$ cat config.mk
export PLATFORM = sky130hd
export DESIGN_NAME = rsas_ctrl
export DESIGN_NICKNAME = d
export VERILOG_FILES = /design/src/sv/rsas_pkg.sv /design/src/sv/rsas_ctrl.sv
export SDC_FILE = /design/constraint.sdc
export NUM_CORES = 1
export LEC_CHECK = 0
export ABC_AREA = 1
export BUFFER_PORTS_ARGS = -buffer_cell sky130_fd_sc_hd__buf_4
export CORE_MARGIN = 3
export CORE_UTILIZATION = 40
export DETAILED_ROUTE_END_ITERATION = 8
export PLACE_DENSITY = 0.66
export SETUP_SLACK_MARGIN = 0.05
export SLEW_MARGIN = 20
export SYNTH_ARGS = -nofsm -noshare
export SYNTH_HDL_FRONTEND = slang
export SYNTH_SLANG_ARGS = --single-unit
$ cat constraint.sdc
create_clock -name i_clk -period 1.6 [get_ports i_clk]
set_input_delay 0.32 -clock i_clk [delete_from_list [all_inputs] [get_ports i_clk]]
set_output_delay 0.32 -clock i_clk [all_outputs]
set_load 0.005 [all_outputs]
$ cat src/sv/rsas_pkg.sv
// Shared types and constants for the rotated sorted array search block.
// Holds field widths, request function codes and the controller/datapath
// command and status structures. No dependencies.
package rsas_pkg;

    // Field widths of the request, response and configuration channels
    localparam int FUNC_W    = 1;
    localparam int INDEX_W   = 10;
    localparam int IN_VAL_W  = 32;
    localparam int POS_W     = 10;
    localparam int COUNT_W   = 11;

    // Request function codes
    localparam logic [FUNC_W-1:0] FUNC_WRITE  = 1'b0;
    localparam logic [FUNC_W-1:0] FUNC_SEARCH = 1'b1;

    // Datapath register update selected by the controller
    typedef enum logic [3:0] {
        OP_NONE,
        OP_START,
        OP_MID,
        OP_LOAD_A,
        OP_GO_RIGHT,
        OP_GO_LEFT,
        OP_TURN_LO,
        OP_TURN_MID,
        OP_TURN_MID_M1,
        OP_SRCH_ALL,
        OP_SRCH_LOW,
        OP_SRCH_HIGH,
        OP_RES_HIT_TURN,
        OP_RES_HIT_MID,
        OP_RES_MISS
    } t_dp_op;

    // Store read address source
    typedef enum logic [2:0] {
        RD_NONE,
        RD_MID,
        RD_MID_P1,
        RD_MID_M1,
        RD_LO,
        RD_TURN,
        RD_ZERO
    } t_rd_sel;

    typedef struct packed {
        t_dp_op  op;
        t_rd_sel rd;
        logic    wr;
    } t_cmd;

    typedef struct packed {
        logic hi_lt_lo;
        logic hi_eq_lo;
        logic mid_lt_hi;
        logic mid_gt_lo;
        logic a_gt_rd;
        logic a_lt_rd;
        logic rd_eq_key;
        logic rd_le_key;
    } t_status;

endpackage

$ cat src/sv/rsas_ctrl.sv
// Search sequencer: steps the pivot search, the half selection and the
// binary search, at most one store read per cycle. Depends on rsas_pkg.
module rsas_ctrl (
    input  logic                    i_clk,
    input  logic                    i_rst_n,
    input  logic                    i_req_valid,
    input  logic [rsas_pkg::FUNC_W-1:0] i_req_func,
    output logic                    o_req_ready,
    output logic                    o_rsp_valid,
    input  logic                    i_rsp_ready,
    input  rsas_pkg::t_status       i_status,
    output rsas_pkg::t_cmd          o_cmd
);
    import rsas_pkg::*;

    typedef enum logic [3:0] {
        S_IDLE,
        S_T_CHECK,
        S_T_MID,
        S_T_NXT,
        S_T_PRV,
        S_T_LO,
        S_TURN_RD,
        S_TURN_CMP,
        S_ZERO_CMP,
        S_S_CHECK,
        S_S_CMP,
        S_RESULT
    } t_state;

    t_state r_state, n_state;
    logic   r_req_ready;
    logic   r_rsp_valid;
    t_cmd   w_cmd;
    logic   w_req_acc;

    assign w_req_acc = i_req_valid && r_req_ready;

    // Next state and datapath command
    always_comb begin
        n_state = r_state;
        w_cmd   = '{op: OP_NONE, rd: RD_NONE, wr: 1'b0};
        case (r_state)
            S_IDLE: begin
                if (w_req_acc) begin
                    if (i_req_func == FUNC_SEARCH) begin
                        w_cmd.op = OP_START;
                        n_state  = S_T_CHECK;
                    end else begin
                        w_cmd.wr = 1'b1;
                    end
                end
            end
            S_T_CHECK: begin
                if (i_status.hi_lt_lo) begin
                    w_cmd.op = OP_SRCH_ALL;
                    n_state  = S_S_CHECK;
                end else if (i_status.hi_eq_lo) begin
                    w_cmd.op = OP_TURN_LO;
                    n_state  = S_TURN_RD;
                end else begin
                    w_cmd.op = OP_MID;
                    w_cmd.rd = RD_MID;
                    n_state  = S_T_MID;
                end
            end
            S_T_MID: begin
                w_cmd.op = OP_LOAD_A;
                if (i_status.mid_lt_hi) begin
                    w_cmd.rd = RD_MID_P1;
                    n_state  = S_T_NXT;
                end else if (i_status.mid_gt_lo) begin
                    w_cmd.rd = RD_MID_M1;
                    n_state  = S_T_PRV;
                end else begin
                    w_cmd.rd = RD_LO;
                    n_state  = S_T_LO;
                end
            end
            S_T_NXT: begin
                if (i_status.a_gt_rd) begin
                    w_cmd.op = OP_TURN_MID;
                    n_state  = S_TURN_RD;
                end else if (i_status.mid_gt_lo) begin
                    w_cmd.rd = RD_MID_M1;
                    n_state  = S_T_PRV;
                end else begin
                    w_cmd.rd = RD_LO;
                    n_state  = S_T_LO;
                end
            end
            S_T_PRV: begin
                if (i_status.a_lt_rd) begin
                    w_cmd.op = OP_TURN_MID_M1;
                    n_state  = S_TURN_RD;
                end else begin
                    w_cmd.rd = RD_LO;
                    n_state  = S_T_LO;
                end
            end
            S_T_LO: begin
                w_cmd.op = i_status.a_gt_rd ? OP_GO_RIGHT : OP_GO_LEFT;
                n_state  = S_T_CHECK;
            end
            S_TURN_RD: begin
                w_cmd.rd = RD_TURN;
                n_state  = S_TURN_CMP;
            end
            S_TURN_CMP: begin
                if (i_status.rd_eq_key) begin
                    w_cmd.op = OP_RES_HIT_TURN;
                    n_state  = S_RESULT;
                end else begin
                    w_cmd.rd = RD_ZERO;
                    n_state  = S_ZERO_CMP;
                end
            end
            S_ZERO_CMP: begin
                w_cmd.op = i_status.rd_le_key ? OP_SRCH_LOW : OP_SRCH_HIGH;
                n_state  = S_S_CHECK;
            end
            S_S_CHECK: begin
                if (i_status.hi_lt_lo) begin
                    w_cmd.op = OP_RES_MISS;
                    n_state  = S_RESULT;
                end else begin
                    w_cmd.op = OP_MID;
                    w_cmd.rd = RD_MID;
                    n_state  = S_S_CMP;
                end
            end
            S_S_CMP: begin
                if (i_status.rd_eq_key) begin
                    w_cmd.op = OP_RES_HIT_MID;
                    n_state  = S_RESULT;
                end else begin
                    w_cmd.op = i_status.rd_le_key ? OP_GO_RIGHT : OP_GO_LEFT;
                    n_state  = S_S_CHECK;
                end
            end
            S_RESULT: begin
                if (i_rsp_ready) begin
                    n_state = S_IDLE;
                end
            end
            default: begin
                n_state = S_IDLE;
            end
        endcase
    end

    // Hold state and the handshake flags
    always_ff @(posedge i_clk) begin
        if (!i_rst_n) begin
            r_state     <= S_IDLE;
            r_req_ready <= 1'b1;
            r_rsp_valid <= 1'b0;
        end else begin
            r_state     <= n_state;
            r_req_ready <= (n_state == S_IDLE);
            r_rsp_valid <= (n_state == S_RESULT);
        end
    end

    assign o_req_ready = r_req_ready;
    assign o_rsp_valid = r_rsp_valid;
    assign o_cmd       = w_cmd;

endmodule

==> results.cfg <==
[status]
status = complete, but fails checks
failed_checks = setup timing

[synthesis]
mappedNetlistNets = 140
synth-seq-area-share_pct = 18.0
postSynthCellCount = 127
ys_seq_elements = 6
yosys_warnings = 0
syn_avg_cell_area_sq_um = 5.25
synth_cell_types = 19
synth_area_sq_um = 667

[critical_path]
cp_top_family = simple AND/OR/NAND/NOR gates
r2r_cells = 11
cp.arrival_ns = 1.41
cp_slowest_stage_delay_ns = 0.36
cp-end-kind = primary output
r2r_start = r_state[3]
cp_slowest_cell = dfxtp_4
crit_start = r_state[2]
crit_chain = inv_4 > nor2_4 > nand2_2 > o211a_1 > nand3b_1 > buf_4
r2r-end = o_req_ready
path_max_fanout = 7
start_kind = flop
cp_num_buf_inv = 2
critPathRequiredTime_ns = 1.28
worst-setup-path-type = flop to primary output
rrSetupSlack_ns = 0.16

[route]
routed_wl_mm = 2.46
antenna_left = 0
dr.pass1.iters = 4
drt_drc_violations_left = 0
wl_per_cell_um = 13.4
avgViaCountPerCell = 5.40
num_vias = 994
drt_iter0_drc = 58

[hold_path]
whs_endpoint = o_req_ready
holdCritStartpoint = i_rst_n
hold_path.class = input pin to flop
hold_depth = 2

[timing]
worstMarginPinSlew_ns = 0.245
timing.setup.tns_ns = -0.508
slew_headroom_pct = 83.6
slew_viol_final = 0
hold_violations = 0
fin_crit_sh_pct = 108
setup_viol = 7
fin_crit_ns = 1.73
clock_skew_ns = 0.00189
rsz0062_at_grt = yes
timing.final.ws_setup_ns = -0.129
fmax_mhz = 578

[grt]
grt_pass1_vias = 865
antenna_found_initial = 0
grt_max_degree = 8
grt_util_all_layers_pct = 24.4
overflow = 0
grt_pass1_wl_mm = 3.73

[placement]
dp_slack_ns = 0.0320
placed_cell_area_sq_um = 905
gp_congestion = 0.878
portBuffers = 22
hpwl_mm = 1.75

[clock_network]
cts-root-buf = clkbuf_4
hold_buffers = 0
cts-buffers-inserted = 3
cts_max_level = 1
cts_sinks = 6
clk_latency_ns = 0.25
tritoncts = done
path_clk_slew_ns = 0.05
max-clock-path-buffers = 2

[pwr]
p_leak_nw = 0.615
vdd.ir_drop.worst_mv = 0.916
power_density_nw_per_um2 = 1270
total_power_mw = 1.43

[floorplan]
dieHeight_um = 46.8
die_w_um = 46.8
rows = 14
io_pins = 23
die_area_sq_um = 2190
placeableCoreArea_sq_um = 1540
start_util_pct = 43.3

[cells_and_area]
syn_to_final_growth_pct = 68.3
n_antenna_cell = 0
layout_common_cells = 37 x buf_4, 25 x nand2_1, 19 x nor2_1, 12 x nand2_2
nNetsFinal = 183
fin_area_sq_um = 1120
drive_gt1_share_pct = 51.2
fillers = 141
final_common_cell = buf_4

[run]
max_cap_viol_count = 0
worst register-to-register path, cell delays in order (launching register included):
cell,delay [ns]
dfxtp_4,0.38
nor2_2,0.05
buf_4,0.15
nand2_2,0.10
nor2_4,0.05
buf_4,0.13
buf_4,0.13
nor2_2,0.09
nand3_1,0.08
nor2_1,0.11
nand2_1,0.06
nand2_1,0.05
per-stage QoR:
step	cells	util (%)	hold slack (ns)
6_report	184	72.8	0.253
5_1_grt	184	72.8	0.262
4_1_cts	179	68.2	0.251
3_5_place_dp	172	58.7	0.516
3_3_place_gp	172	58.7	0.511
2_1_floorplan	127	-	0.389
power by group:
| part | total (mW) | leakage, nW | internal (mW) | switching (mW) |
|---|---|---|---|---|
| Combinational | 1.01 | 0.550 | 0.460 | 0.554 |
| Sequential | 0.272 | 0.0520 | 0.208 | 0.0638 |
| Clock | 0.145 | 0.0138 | 0.0852 | 0.0600 |
| Total | 1.43 | 0.615 | 0.753 | 0.678 |
worst max path at each step:
stage | endpoint | slack (ns) | cells after the start
2_1_floorplan | o_cmd[7] | 0.26 | 5
3_3_place_gp | o_cmd[7] | 0.05 | 6
3_5_place_dp | o_cmd[1] | 0.03 | 7
4_1_cts | o_cmd[7] | -0.10 | 6
5_1_grt | o_cmd[4] | -0.23 | 6
6_report | o_cmd[4] | -0.13 | 6
cell type report:
type                            count  area [sq um]  area share (%)
Multi-Input combinational cell    102           579            51.6
Timing Repair Buffer               38           289            25.8
Sequential cell                     6           135            12.0
Inverter                           19          76.3            6.80
Clock buffer                        3          22.5            2.01
Tap cell                           16          20.0            1.78
synthesized netlist by cell type, drive strengths merged:
master / number / area, sq um
or2: 1 / 6.26
nand3: 12 / 60.1
nand4: 5 / 31.3
nor3b: 1 / 7.51
nor2: 32 / 140
nor4: 1 / 6.26
nand2: 37 / 144
dfxtp: 6 / 120
o21ai: 5 / 25.0
inv: 19 / 71.3
o211ai: 2 / 15.0
o211a: 1 / 10.0
nand3b: 2 / 15.0
a21oi: 3 / 15.0
timing repair:
action                                  CTS  global route
buffers inserted                          4             5
gates resized for setup                  34            10
endpoints found under the setup margin    8             9
pin swaps                                 8            10
endpoints found under the hold margin     0             0
routing by layer:
metal / vias up / global-route usage, % / part of all wire (%) / wire length (um)
met1: 439 / 28.6 / 41 / 1020
met2: 56 / 41.7 / 47 / 1170
met3: 6 / 6.51 / 9.3 / 229
li1: 493 / - / - / -
met4: 0 / 9.94 / 1.7 / 42
met5: - / 0 / 0 / 0
kinds of logic after synthesis:
family	after synthesis	synth area share (%)
AOI/OAI and AO/OA	11	9.75
buffers and inverters	19	10.7
DFF	6	18.0
and+or+nand+nor	91	61.5
flip-flops by register name, summed over array words and instances, names as in the netlist:
signal       count
o_req_ready      1
o_rsp_valid      1
r_state          4
Note: power is estimated with default switching activity, not from simulation.
